--- src/rtl/mdi_pkg.sv ---
package mdi_pkg;

  // Transaction kinds
  localparam logic [1:0] KIND_APPLY  = 2'd0;
  localparam logic [1:0] KIND_ARM    = 2'd1;
  localparam logic [1:0] KIND_DISARM = 2'd2;

  // Drive modes reported with each result
  localparam logic [1:0] MODE_COMPARE = 2'd0;
  localparam logic [1:0] MODE_LOW     = 2'd1;
  localparam logic [1:0] MODE_KEEP    = 2'd2;

  // Interlock phases
  localparam logic [1:0] PH_IDLE  = 2'd0;
  localparam logic [1:0] PH_COAST = 2'd1;
  localparam logic [1:0] PH_SETUP = 2'd2;

  // Direction codes, two's complement of -1/0/+1
  localparam logic [1:0] DIR_NONE = 2'b00;
  localparam logic [1:0] DIR_FWD  = 2'b01;
  localparam logic [1:0] DIR_REV  = 2'b11;

  // Configuration register indexes
  localparam logic [2:0] REG_PERIOD  = 3'd0;
  localparam logic [2:0] REG_LIMIT   = 3'd1;
  localparam logic [2:0] REG_REVMASK = 3'd2;
  localparam logic [2:0] REG_COAST   = 3'd3;
  localparam logic [2:0] REG_SETUP   = 3'd4;
  localparam logic [2:0] REG_SAFE    = 3'd5;

  localparam int CFG_W = 23;

  // Percent scale and its reciprocal: floor(x / 100) = (x * RECIP_100) >> 32
  // for every x below 2^23.
  localparam logic [6:0]  PCT_SCALE   = 7'd100;
  localparam logic [25:0] RECIP_100   = 26'd42949673;
  localparam int          RECIP_SHIFT = 32;

  // Per-channel interlock state held in the state memory
  typedef struct packed {
    logic [1:0]  settled;
    logic [1:0]  pending;
    logic [1:0]  phase;
    logic [31:0] t0;
  } chan_st_t;

  // Interlock decision for one apply transaction
  typedef struct packed {
    logic ready;
    logic pin_we;
    logic pin_val;
  } il_res_t;

  // Result payload as it moves down the pipeline
  typedef struct packed {
    logic        out_channel;
    logic        direction_pin;
    logic [1:0]  drive_mode;
    logic [16:0] compare_value;
    logic [7:0]  applied_pwm;
    logic [1:0]  phase;
    logic        is_armed;
    logic        calc;
    logic [6:0]  duty;
  } res_t;

endpackage

--- src/rtl/mdi_ram.sv ---
module mdi_ram #(
  parameter int WIDTH = 38,
  parameter int DEPTH = 2
) (
  input  logic                                       clk,
  input  logic                                       we,
  input  logic [((DEPTH > 1) ? $clog2(DEPTH) : 1)-1:0] waddr,
  input  logic [WIDTH-1:0]                           wdata,
  input  logic                                       re,
  input  logic [((DEPTH > 1) ? $clog2(DEPTH) : 1)-1:0] raddr,
  output logic [WIDTH-1:0]                           rdata
);

  logic [WIDTH-1:0] mem [DEPTH];

  // One write port, one registered read port
  always_ff @(posedge clk) begin
    if (we) begin
      mem[waddr] <= wdata;
    end
    if (re) begin
      rdata <= mem[raddr];
    end
  end

endmodule

--- src/rtl/mdi_interlock.sv ---
module mdi_interlock (
  input  mdi_pkg::chan_st_t  st_i,
  input  logic [1:0]         req_i,
  input  logic [31:0]        now_i,
  input  logic signed [23:0] speed_i,
  input  logic               speed_ok_i,
  input  logic [15:0]        coast_i,
  input  logic [15:0]        setup_i,
  input  logic [22:0]        safe_i,
  output mdi_pkg::chan_st_t  st_o,
  output mdi_pkg::il_res_t   res_o
);
  import mdi_pkg::*;

  logic [31:0] coast_t0;
  logic [31:0] coast_el;
  logic [31:0] setup_el;
  logic [23:0] speed_u;
  logic [23:0] mag;
  logic        req_fwd;

  // Elapsed times and speed magnitude
  assign coast_t0 = (req_i != st_i.pending) ? now_i : st_i.t0;
  assign coast_el = now_i - coast_t0;
  assign setup_el = now_i - st_i.t0;
  assign speed_u  = unsigned'(speed_i);
  assign mag      = speed_u[23] ? (~speed_u + 24'd1) : speed_u;
  assign req_fwd  = (req_i == DIR_FWD);

  // Idle / coast / setup interlock step
  always_comb begin
    st_o  = st_i;
    res_o = '0;
    if (req_i == DIR_NONE) begin
      st_o          = '0;
      res_o.pin_we  = 1'b1;
      res_o.pin_val = 1'b0;
    end else begin
      case (st_i.phase)
        PH_SETUP: begin
          if (req_i != st_i.pending) begin
            res_o.pin_we  = 1'b1;
            res_o.pin_val = req_fwd;
            st_o.pending  = req_i;
            st_o.t0       = now_i;
          end else if (setup_el >= {16'd0, setup_i}) begin
            // t0 is left as is once settled
            st_o.settled = req_i;
            st_o.pending = DIR_NONE;
            st_o.phase   = PH_IDLE;
            res_o.ready  = 1'b1;
          end
        end
        PH_COAST: begin
          if (req_i == st_i.settled) begin
            st_o.pending  = DIR_NONE;
            st_o.phase    = PH_IDLE;
            st_o.t0       = '0;
            res_o.pin_we  = 1'b1;
            res_o.pin_val = (st_i.settled == DIR_FWD);
            res_o.ready   = 1'b1;
          end else begin
            st_o.pending = req_i;
            st_o.t0      = coast_t0;
            if (coast_el >= {16'd0, coast_i} && speed_ok_i && mag <= {1'b0, safe_i}) begin
              res_o.pin_we  = 1'b1;
              res_o.pin_val = req_fwd;
              st_o.phase    = PH_SETUP;
              st_o.t0       = now_i;
            end
          end
        end
        default: begin
          if (st_i.settled == DIR_NONE) begin
            res_o.pin_we  = 1'b1;
            res_o.pin_val = req_fwd;
            st_o.pending  = req_i;
            st_o.phase    = PH_SETUP;
            st_o.t0       = now_i;
          end else if (req_i != st_i.settled) begin
            st_o.pending = req_i;
            st_o.phase   = PH_COAST;
            st_o.t0      = now_i;
          end else begin
            res_o.ready = 1'b1;
          end
        end
      endcase
    end
  end

endmodule

--- src/rtl/motor_direction_interlock_core.sv ---
// Pipeline: an accepted transaction passes the state read and update, the duty
// product and the divide by 100, then the output register, to show on out_valid.
// Throughput: one transaction per cycle unless out_stall holds it; state is in a
// one-port-write, registered-read RAM; back-to-back channel updates are forwarded.
// Reset (rst_n low, synchronous): pipeline empty, disarmed, pins low, every channel
// idle with no direction; registers zero except pwm_limit, which is 100.
module motor_direction_interlock_core #(
  parameter int NUM_CHANNELS = 2
) (
  input  logic                        clk,
  input  logic                        rst_n,
  // configuration
  input  logic                        cfg_we,
  input  logic [2:0]                  cfg_index,
  input  logic [mdi_pkg::CFG_W-1:0]   cfg_wdata,
  // input channel
  input  logic                        in_valid,
  output logic                        in_stall,
  input  logic [1:0]                  in_kind,
  input  logic                        in_channel,
  input  logic signed [15:0]          in_requested_pwm,
  input  logic [31:0]                 in_now_ms,
  input  logic signed [23:0]          in_measured_speed,
  input  logic                        in_speed_valid,
  // result channel
  output logic                        out_valid,
  input  logic                        out_stall,
  output logic                        out_channel,
  output logic                        out_direction_pin,
  output logic [1:0]                  out_drive_mode,
  output logic [16:0]                 out_compare_value,
  output logic signed [7:0]           out_applied_pwm,
  output logic [1:0]                  out_phase,
  output logic                        out_is_armed
);
  import mdi_pkg::*;

  localparam int CH_AW = (NUM_CHANNELS > 1) ? $clog2(NUM_CHANNELS) : 1;
  localparam int ST_W  = $bits(chan_st_t);
  localparam logic [CH_AW:0] NCH = (CH_AW + 1)'(NUM_CHANNELS);

  // configuration registers
  logic [16:0] period_r;
  logic [6:0]  limit_r;
  logic [1:0]  revmask_r;
  logic [15:0] coast_r;
  logic [15:0] setup_r;
  logic [22:0] safe_r;

  // control state outside the memory
  logic armed_r;
  logic armed_nxt;
  logic dir_pin_r [NUM_CHANNELS];
  logic ent_vld_r [NUM_CHANNELS];

  // pipeline handshake
  logic in_fire;
  logic ld1, ld2, ld3, ld_out;
  logic s1_fire;

  // stage 1: state read and update
  logic               s1_v_r;
  logic [1:0]         s1_kind_r;
  logic               s1_ch_r;
  logic signed [15:0] s1_pwm_r;
  logic [31:0]        s1_now_r;
  logic signed [23:0] s1_speed_r;
  logic               s1_svalid_r;
  logic [CH_AW-1:0]   s1_addr_r;
  logic               s1_fwd_hit_r;
  chan_st_t           s1_fwd_data_r;

  // memory ports
  logic             ram_we;
  logic [CH_AW-1:0] ram_raddr;
  logic [ST_W-1:0]  ram_rdata;
  chan_st_t         st_raw;
  chan_st_t         st_cur;
  chan_st_t         st_nxt;
  il_res_t          il_res;

  // stage 1 arithmetic
  logic               ch_ok;
  logic               apply_ok;
  logic               is_arm;
  logic               is_disarm;
  logic [6:0]         lim;
  logic signed [15:0] lim_s;
  logic signed [7:0]  clamped;
  logic signed [7:0]  cmd;
  logic signed [7:0]  raw;
  logic [1:0]         req_dir;
  logic [7:0]         raw_mag;
  logic [6:0]         duty;
  logic               pin_cur;
  res_t               s1_res;

  // stages 2 and 3
  logic        s2_v_r;
  res_t        s2_res_r;
  logic        s3_v_r;
  res_t        s3_res_r;
  logic [22:0] s3_prod_r;
  logic [48:0] q_full;
  logic [16:0] q;
  res_t        s3_res;

  // output register
  logic out_valid_r;
  res_t out_res_r;

  // Configuration writes
  always_ff @(posedge clk) begin
    if (!rst_n) begin
      period_r  <= '0;
      limit_r   <= PCT_SCALE;
      revmask_r <= '0;
      coast_r   <= '0;
      setup_r   <= '0;
      safe_r    <= '0;
    end else if (cfg_we) begin
      unique case (cfg_index)
        REG_PERIOD:  period_r  <= cfg_wdata[16:0];
        REG_LIMIT:   limit_r   <= cfg_wdata[6:0];
        REG_REVMASK: revmask_r <= cfg_wdata[1:0];
        REG_COAST:   coast_r   <= cfg_wdata[15:0];
        REG_SETUP:   setup_r   <= cfg_wdata[15:0];
        REG_SAFE:    safe_r    <= cfg_wdata[22:0];
        default: ;
      endcase
    end
  end

  // Stage load enables, back from the output
  assign ld_out   = !out_valid_r || !out_stall;
  assign ld3      = !s3_v_r || ld_out;
  assign ld2      = !s2_v_r || ld3;
  assign ld1      = !s1_v_r || ld2;
  assign in_stall = !ld1;
  assign in_fire  = in_valid && ld1;
  assign s1_fire  = s1_v_r && ld2;

  // Read address: the channel for an apply, channel 0 otherwise
  assign ram_raddr = (in_kind == KIND_APPLY) ? CH_AW'(in_channel) : '0;

  mdi_ram #(
    .WIDTH (ST_W),
    .DEPTH (NUM_CHANNELS)
  ) u_state_ram (
    .clk   (clk),
    .we    (ram_we),
    .waddr (s1_addr_r),
    .wdata (st_nxt),
    .re    (in_fire),
    .raddr (ram_raddr),
    .rdata (ram_rdata)
  );

  // Stage 1 capture, with forwarding of a write at the same edge
  always_ff @(posedge clk) begin
    if (!rst_n) begin
      s1_v_r <= 1'b0;
    end else if (ld1) begin
      s1_v_r <= in_valid;
    end
  end

  always_ff @(posedge clk) begin
    if (in_fire) begin
      s1_kind_r     <= in_kind;
      s1_ch_r       <= in_channel;
      s1_pwm_r      <= in_requested_pwm;
      s1_now_r      <= in_now_ms;
      s1_speed_r    <= in_measured_speed;
      s1_svalid_r   <= in_speed_valid;
      s1_addr_r     <= ram_raddr;
      s1_fwd_hit_r  <= ram_we && (s1_addr_r == ram_raddr);
      s1_fwd_data_r <= st_nxt;
    end
  end

  // Current channel state: forwarded, stored, or reset value if unwritten or disarmed
  assign st_raw    = s1_fwd_hit_r ? s1_fwd_data_r : chan_st_t'(ram_rdata);
  assign st_cur    = ent_vld_r[s1_addr_r] ? st_raw : '0;
  assign ch_ok     = ((CH_AW + 1)'(s1_ch_r) < NCH);
  assign apply_ok  = (s1_kind_r == KIND_APPLY) && ch_ok;
  assign is_arm    = (s1_kind_r == KIND_ARM);
  assign is_disarm = (s1_kind_r == KIND_DISARM);
  assign ram_we    = s1_fire && apply_ok;

  // Clamp, arm gate and polarity
  assign lim   = (limit_r > PCT_SCALE) ? PCT_SCALE : limit_r;
  assign lim_s = signed'({9'd0, lim});
  always_comb begin
    if (s1_pwm_r > lim_s) begin
      clamped = signed'({1'b0, lim});
    end else if (s1_pwm_r < -lim_s) begin
      clamped = -signed'({1'b0, lim});
    end else begin
      clamped = s1_pwm_r[7:0];
    end
  end
  assign cmd     = armed_r ? clamped : 8'sd0;
  assign raw     = revmask_r[s1_ch_r] ? -cmd : cmd;
  assign req_dir = (raw > 8'sd0) ? DIR_FWD : ((raw < 8'sd0) ? DIR_REV : DIR_NONE);
  assign raw_mag = raw[7] ? (~unsigned'(raw) + 8'd1) : unsigned'(raw);

  mdi_interlock u_interlock (
    .st_i       (st_cur),
    .req_i      (req_dir),
    .now_i      (s1_now_r),
    .speed_i    (s1_speed_r),
    .speed_ok_i (s1_svalid_r),
    .coast_i    (coast_r),
    .setup_i    (setup_r),
    .safe_i     (safe_r),
    .st_o       (st_nxt),
    .res_o      (il_res)
  );

  assign duty      = (il_res.ready && req_dir != DIR_NONE) ? raw_mag[6:0] : 7'd0;
  assign pin_cur   = dir_pin_r[s1_addr_r];
  assign armed_nxt = is_disarm ? 1'b0 : (armed_r || (is_arm && period_r != '0));

  // Stage 1 result
  always_comb begin
    s1_res          = '0;
    s1_res.is_armed = armed_nxt;
    s1_res.drive_mode = MODE_KEEP;
    if (is_arm || is_disarm) begin
      s1_res.drive_mode    = MODE_LOW;
      s1_res.compare_value = period_r;
      s1_res.phase         = is_disarm ? PH_IDLE : st_cur.phase;
    end else if (s1_kind_r == KIND_APPLY) begin
      s1_res.out_channel = s1_ch_r;
      if (ch_ok) begin
        s1_res.direction_pin = il_res.pin_we ? il_res.pin_val : pin_cur;
        s1_res.phase         = st_nxt.phase;
        s1_res.duty          = duty;
        if (duty != '0) begin
          s1_res.applied_pwm = cmd;
        end
        if (period_r != '0) begin
          s1_res.compare_value = period_r;
          if (duty == '0) begin
            s1_res.drive_mode = MODE_LOW;
          end else begin
            s1_res.drive_mode = MODE_COMPARE;
            s1_res.calc       = 1'b1;
          end
        end
      end
    end else begin
      s1_res.direction_pin = pin_cur;
      s1_res.phase         = st_cur.phase;
    end
  end

  // Armed flag, direction pins and entry valid bits
  always_ff @(posedge clk) begin
    if (!rst_n) begin
      armed_r <= 1'b0;
      for (int i = 0; i < NUM_CHANNELS; i++) begin
        dir_pin_r[i] <= 1'b0;
        ent_vld_r[i] <= 1'b0;
      end
    end else if (s1_fire) begin
      armed_r <= armed_nxt;
      if (is_arm || is_disarm) begin
        for (int i = 0; i < NUM_CHANNELS; i++) begin
          dir_pin_r[i] <= 1'b0;
        end
      end
      if (is_disarm) begin
        for (int i = 0; i < NUM_CHANNELS; i++) begin
          ent_vld_r[i] <= 1'b0;
        end
      end
      if (apply_ok) begin
        ent_vld_r[s1_addr_r] <= 1'b1;
        if (il_res.pin_we) begin
          dir_pin_r[s1_addr_r] <= il_res.pin_val;
        end
      end
    end
  end

  // Stage 2: period * duty
  always_ff @(posedge clk) begin
    if (!rst_n) begin
      s2_v_r <= 1'b0;
    end else if (ld2) begin
      s2_v_r <= s1_v_r;
    end
  end

  always_ff @(posedge clk) begin
    if (s1_fire) begin
      s2_res_r <= s1_res;
    end
  end

  always_ff @(posedge clk) begin
    if (!rst_n) begin
      s3_v_r <= 1'b0;
    end else if (ld3) begin
      s3_v_r <= s2_v_r;
    end
  end

  always_ff @(posedge clk) begin
    if (s2_v_r && ld3) begin
      s3_res_r  <= s2_res_r;
      s3_prod_r <= 23'(s2_res_r.compare_value) * 23'(s2_res_r.duty);
    end
  end

  // Stage 3: divide by 100 through the reciprocal, then subtract
  assign q_full = 49'(s3_prod_r) * 49'(RECIP_100);
  assign q      = q_full[RECIP_SHIFT +: 17];
  always_comb begin
    s3_res = s3_res_r;
    if (s3_res_r.calc) begin
      s3_res.compare_value = s3_res_r.compare_value - q;
    end
  end

  // Output register
  always_ff @(posedge clk) begin
    if (!rst_n) begin
      out_valid_r <= 1'b0;
    end else if (ld_out) begin
      out_valid_r <= s3_v_r;
    end
  end

  always_ff @(posedge clk) begin
    if (s3_v_r && ld_out) begin
      out_res_r <= s3_res;
    end
  end

  assign out_valid         = out_valid_r;
  assign out_channel       = out_res_r.out_channel;
  assign out_direction_pin = out_res_r.direction_pin;
  assign out_drive_mode    = out_res_r.drive_mode;
  assign out_compare_value = out_res_r.compare_value;
  assign out_applied_pwm   = signed'(out_res_r.applied_pwm);
  assign out_phase         = out_res_r.phase;
  assign out_is_armed      = out_res_r.is_armed;

`ifndef SYNTHESIS
  // a disarm clears the entry valid bit and direction pin of channel 0
  a_disarm_clears: assert property (@(posedge clk) disable iff (!rst_n)
    (s1_fire && is_disarm) |=> (ent_vld_r[0] == 1'b0 && dir_pin_r[0] == 1'b0))
    else $error("disarm did not clear channel state");

  // timer drive always comes with a nonzero applied command
  a_compare_has_drive: assert property (@(posedge clk) disable iff (!rst_n)
    (out_valid_r && out_drive_mode == MODE_COMPARE) |-> (out_applied_pwm != 8'sd0))
    else $error("compare drive with zero applied pwm");

  // state is not updated while the pipeline behind it is full and stalled
  a_no_update_when_full: assert property (@(posedge clk) disable iff (!rst_n)
    (s2_v_r && s3_v_r && out_valid_r && out_stall) |-> !s1_fire)
    else $error("state update while pipeline is blocked");
`endif

endmodule

--- config.mk ---
export PLATFORM = sky130hd
export DESIGN_NAME = motor_direction_interlock_core
export DESIGN_NICKNAME = d
export VERILOG_FILES = /design/src/rtl/mdi_pkg.sv /design/src/rtl/mdi_ram.sv /design/src/rtl/mdi_interlock.sv /design/src/rtl/motor_direction_interlock_core.sv
export SDC_FILE = /design/constraint.sdc
export NUM_CORES = 2
export LEC_CHECK = 0
export ABC_CLOCK_PERIOD_IN_PS = 24800
export BUFFER_PORTS_ARGS = -buffer_cell sky130_fd_sc_hd__buf_2
export CORE_MARGIN = 2
export CORE_UTILIZATION = 40
export CTS_CLUSTER_SIZE = 40
export DETAILED_ROUTE_END_ITERATION = 16
export PLACE_DENSITY = 0.68
export SETUP_SLACK_MARGIN = 0.3
export SLEW_MARGIN = 20
export SYNTH_ARGS = -nofsm -noshare
export SYNTH_HDL_FRONTEND = slang
export SYNTH_SLANG_ARGS = --single-unit
export TNS_END_PERCENT = 20
--- constraint.sdc ---
create_clock -name clk -period 24.8 [get_ports clk]
set_input_delay 2.48 -clock clk [delete_from_list [all_inputs] [get_ports clk]]
set_output_delay 2.48 -clock clk [all_outputs]
set_load 0.05 [all_outputs]
# Word-level counts from Yosys, hierarchy flattened
# Memory sizes are Yosys's and may differ from the RTL's. A register that Yosys moved wholly into a read port is not among the register bits.
# Cells that the tools add are included.
# Widths: inputs -> output; s select.
totals:
  latchBits: 0
  reg_bits: 330
  romBits: 0
  mem_bits_rw: 80
  out_inout_bits: 34
  elab_cells: 220
  n_memories: 3
  in_bits: 107
mem_list:
  columns: ["memory", "words", "width", "read_ports", "rd_clocked_by_memory_dff", "wr", "line", "source"]
  rows:
  - ["u_state_ram.mem", 2, 38, 1, 1, 1, "mdi_ram.sv:14", "logic [WIDTH-1:0] mem [DEPTH];"]
  - ["dir_pin_r", 2, 1, 1, 1, 2, "motor_direction_interlock_core.sv:53", "logic dir_pin_r [NUM_CHANNELS];"]
  - ["ent_vld_r", 2, 1, 1, 1, 2, "motor_direction_interlock_core.sv:54", "logic ent_vld_r [NUM_CHANNELS];"]
op_classes:
  eq_ne: 15
  n_mux: 84
  n_lt_le_gt_ge: 9
  bitwise_logic: 9
  shift: 0
  reduce_logical: 42
  div_mod_pow: 0
  n_mul: 2
  add_sub_neg: 8
ops:
  columns: ["op", "count"]
  rows:
  - ["$mux 38", 3]
  - ["$mux 36", 3]
  - ["$pmux 36 s2", 1]
  - ["$ge 32x16->1", 2]
  - ["$sub 32x32->32", 2]
  - ["$mul 23x26->49 const B", 1]
  - ["$mux 1", 46]
  - ["$mux 8", 5]
  - ["$mux 17", 2]
  - ["$mux 34", 1]
  - ["$mux 32", 1]
  - ["$mux 2", 14]
  - ["$mux 27", 1]
  - ["$add 24x1->24 const B", 1]
  - ["$le 24x23->1", 1]
  - ["$mux 24", 1]
  - ["$not 24->24", 1]
  - ["$mul 17x7->23", 1]
  - ["$mux 7", 3]
  - ["$mux 19", 1]
  - ["$reduce_bool 17->1", 1]
  - ["$sub 17x17->17", 1]
  - ["$gt 16x8->1", 1]
  - ["$lt 16x16->1", 1]
  - ["other kinds (33)", 74]

# Logic depth before layout (Yosys ltp)
depth:
  word_depth: 29
  mapped_depth: 51
  depth_no_buf: 44

# By module
# Synthesis repeated with hierarchy kept, for this count alone.
unflattened:
  cells_unflattened: 3796
  area_unflattened_um2: 38642.1
modules_own_cells:
  columns: ["mod", "instances", "cells_per_inst", "area_each_um2", "seq_area_each_um2"]
  rows:
  - ["motor_direction_interlock_core", 1, 2369, 26330.3, 9168.8]
  - ["mdi_interlock", 1, 1269, 8334.2, 0.0]
  - ["mdi_ram", 1, 158, 3977.6, 3423.3]

# Worst setup path after synthesis
# Ideal clock, no wire load.
synth_path:
  path_type: "input to register"
  start: "input port out_stall"
  end: "register with a tool-made name"
  slack_ns: 13.815
  required_time_ns: 24.707
  arrival_ns: 10.892
  setup_ns: 0.093
  stages: 4
  n_path_buf: 0
  path_cell_list: "and3_1 > and3_1 > nor2b_1 > mux2_2"
synth_lines:
  columns: ["element", "line", "source"]
  rows:
  - ["start, declared", "motor_direction_interlock_core.sv:27", "input logic out_stall,"]

==> flow_summary_export.csv <==
group,metric,value,unit
status,outcome,"completed",
timing,slew_viol_final,0,
finish,final_layout_size_suffix_gt1_frac,0.0987,
hold_path,min_path_cells,0,
timing,setup_violations,0,
placed_design,port_buffers,140,
drt,wire_per_inst,18.5,um
yosys,synth_ff_type,"edfxtp_1",
global_routing,grt_usage,0.190,
drt,postRouteAntennaNets,0,
finish,fin_nets,4561,
global_routing,grt_pass1_wl,148,mm
worst_setup_path,reg2reg_depth,44,
timing,hold_violations,0,
global_routing,grtUsageMet1,0.245,
clock_network,h-tree-depth,2,
worst_setup_path,crit_fanout,36,
drt,via_per_inst,5.35,
floorplanning,die_h,311,um
yosys,synth.cell_area,37800,um2
worst_setup_path,path_class,"reg2reg",
yosys,synthCells,3641,
yosys,ys_seq_area_frac,0.333,
timing,worst_slack,12.27,ns
worst_setup_path,cpMostUsedCell,"ha_1",
clock_network,postCtsSetupBuffers,0,
clock_network,cts_repair_resize_count,0,
worst_setup_path,critical_path_cell_count,44,
floorplanning,ios,141,
finish,final_cell_mix,"510 x inv_1, 446 x ha_1, 360 x edfxtp_1",
worst_setup_path,crit_slowest_cell,"or2_2",
global_routing,grt_max_degree,92,
timing,relSlewSlack,0.329,
placed_design,gp_congestion,0.932,
finish,stdcell_area,41600,um2
hold_path,min_from,"s3_res[13]",
drt,drc,0,
yosys,ys_seq_elements,449,
placed_design,place_area,39800,um2
floorplanning,die-area,96900,um2
worst_setup_path,r2r-end,"u_state_ram.mem[0][0]",
drt,dr.pass1.iters,5,
drt,drtIter0Drc,1713,
hold_path,worstHoldEndpoint,"out_applied_pwm[2]",
timing,rsz0062_at_grt,"no",
finish,final_common_cell,"inv_1",
timing,worst-slew-pin-transition,1.00,ns
yosys,async_flop_share,0,
global_routing,grt-ovfl-total,0,
clock_network,clock-sinks,449,
placed_design,post-dp-hpwl,70.9,mm
timing,max_freq,79.8,MHz
yosys,synth_edf_count,360,
placed_design,preCtsSetupSlack,12.20,ns
yosys,yosys.cell_types.count,92,
floorplanning,core_area,93500,um2
clock_network,path_clk_slew,0.07,ns
clock_network,postCtsHoldBufs,0,
timing,finalCriticalPeriod,12.53,ns
clock_network,tritoncts,"built",
clock_network,clockRootBuffer,"clkbuf_16",
global_routing,met3_usage,0.0234,
floorplanning,initial_core_util,0.404,
finish,fillCellCount,8789,
worst_setup_path,cp_top_family,"compound AO/OA/AOI/OAI gates",
yosys,syn_avg_cell_area,10.4,um2
clock_network,clock_latency,0.63,ns
global_routing,grt_pass1_vias,27315,
worst_setup_path,cp-end-kind,"flip-flop",
floorplanning,num_rows,112,
clock_network,clk_path_buf_depth,3,
global_routing,use_met2,0.330,
floorplanning,die-width,311,um
flow_run,drv_cap,0,
global_routing,grt-busiest-layer,"met2",
timing,post-route-period-util,0.505,
worst_setup_path,cp-start-kind,"flip-flop",
worst_setup_path,slowest_delay,0.81,ns
worst_setup_path,worst-path-buf-inv,4,
worst_setup_path,rr_startpoint,"limit_r[5]",
timing,fin_setup_tns,0,ns
yosys,synth_fp_nets,4465,
drt,routed_wl,93.1,mm
hold_path,hold_path.class,"reg2reg",
worst_setup_path,rrSetupSlack,12.27,ns
yosys,yosysWarningCount,0,
global_routing,antenna_found_initial,5,
clock_network,cts_inserted_buffers,52,
worst_setup_path,critPathRequiredTime,25.16,ns
worst_setup_path,arrival,12.89,ns
finish,area_growth,10.1,%
timing,skew,0.0495,ns
drt,via_count,26915,
-- worst max-delay path by stage --
stage	slack [ns]	end	from
after floorplan	13.82	flip-flop	out_stall
after global placement	12.41	s1_fwd_data_r[1]	limit_r[3]
after detailed placement	12.20	s1_fwd_data_r[2]	limit_r[3]
after CTS	12.17	u_state_ram.mem[1][2]	limit_r[3]
after global routing	11.40	s1_fwd_data_r[1]	limit_r[5]
final	12.27	u_state_ram.mem[0][0]	limit_r[5]
-- state kept, by name, indices dropped and copies added, names as in the netlist, 23 cells and up, named ones only --
name               cells
safe_r                23
s2_res_r              40
u_state_ram.rdata     38
s1_speed_r            24
s1_now_r              32
s3_prod_r             23
s1_fwd_data_r         38
u_state_ram.mem       76
-- final cells by class --
cell class / count / area (um2) / area share
repair buffers: 163 / 888 / 0.0214
clock inverters: 33 / 368 / 0.00884
clock buffers: 63 / 1360 / 0.0328
well taps: 1254 / 1570 / 0.0377
diodes: 1 / 2.50 / 0.0000602
inverters: 513 / 1930 / 0.0463
multi-input cells: 2558 / 22900 / 0.550
flip-flops and latches: 449 / 12600 / 0.303
-- kinds of logic after synthesis --
family,share of synthesized area
buffers and inverters,0.0642
flip-flops,0.333
AO/OA/AOI/OAI,0.137
XOR/XNOR,0.0264
adder cells (fa/ha/maj),0.291
multiplexers,0.0408
AND/OR/NAND/NOR,0.108
-- worst reg2reg max path: cells and delay by family (launching register included) --
kind                     cells  cell delay [ns]
flip-flops                   1             0.48
adder cells (fa/ha/maj)      7             2.04
buffers and inverters        4             1.09
AO/OA/AOI/OAI               15             4.28
AND/OR/NAND/NOR             16             3.92
multiplexers                 2             0.45
-- cells in the mapped netlist, drive strengths merged, types with 24 or more instances --
cell | number | area share
o21ai | 81 | 0.011
a221oi | 40 | 0.014
and2 | 59 | 0.0098
clkbuf | 106 | 0.011
a211o | 35 | 0.0081
xnor2 | 72 | 0.017
nand3 | 45 | 0.0060
dfxtp | 89 | 0.047
and3 | 24 | 0.0040
nor2b | 38 | 0.0063
mux2 | 60 | 0.018
nor2 | 157 | 0.016
a21o | 56 | 0.011
edfxtp | 360 | 0.29
fa | 270 | 0.14
nand2 | 352 | 0.035
o21a | 58 | 0.012
nor3 | 75 | 0.0099
nand4 | 29 | 0.0048
a21boi | 91 | 0.018
ha | 447 | 0.15
xor2 | 42 | 0.0097
inv | 511 | 0.051
a21oi | 181 | 0.024
mux2i | 86 | 0.023
-- per-stage QoR --
stage	hold WS (ns)	utilization	cells
global route	0.421	0.445	5034
finish	0.416	0.445	5034
global placement	0.404	0.426	4935
CTS	0.418	0.445	5031
floorplan	0.400	-	3641
detailed placement	0.405	0.426	4935
-- routing by layer --
metal / up-vias / part of all wire
li1: 12917 / -
met1: 13102 / 0.43
met2: 730 / 0.49
met3: 164 / 0.050
met4: 2 / 0.032
met5: - / 0.00013
Power is left out: the tool's default activity adds up to more than one toggle a clock period on the data nets, which glitch-free logic cannot reach.
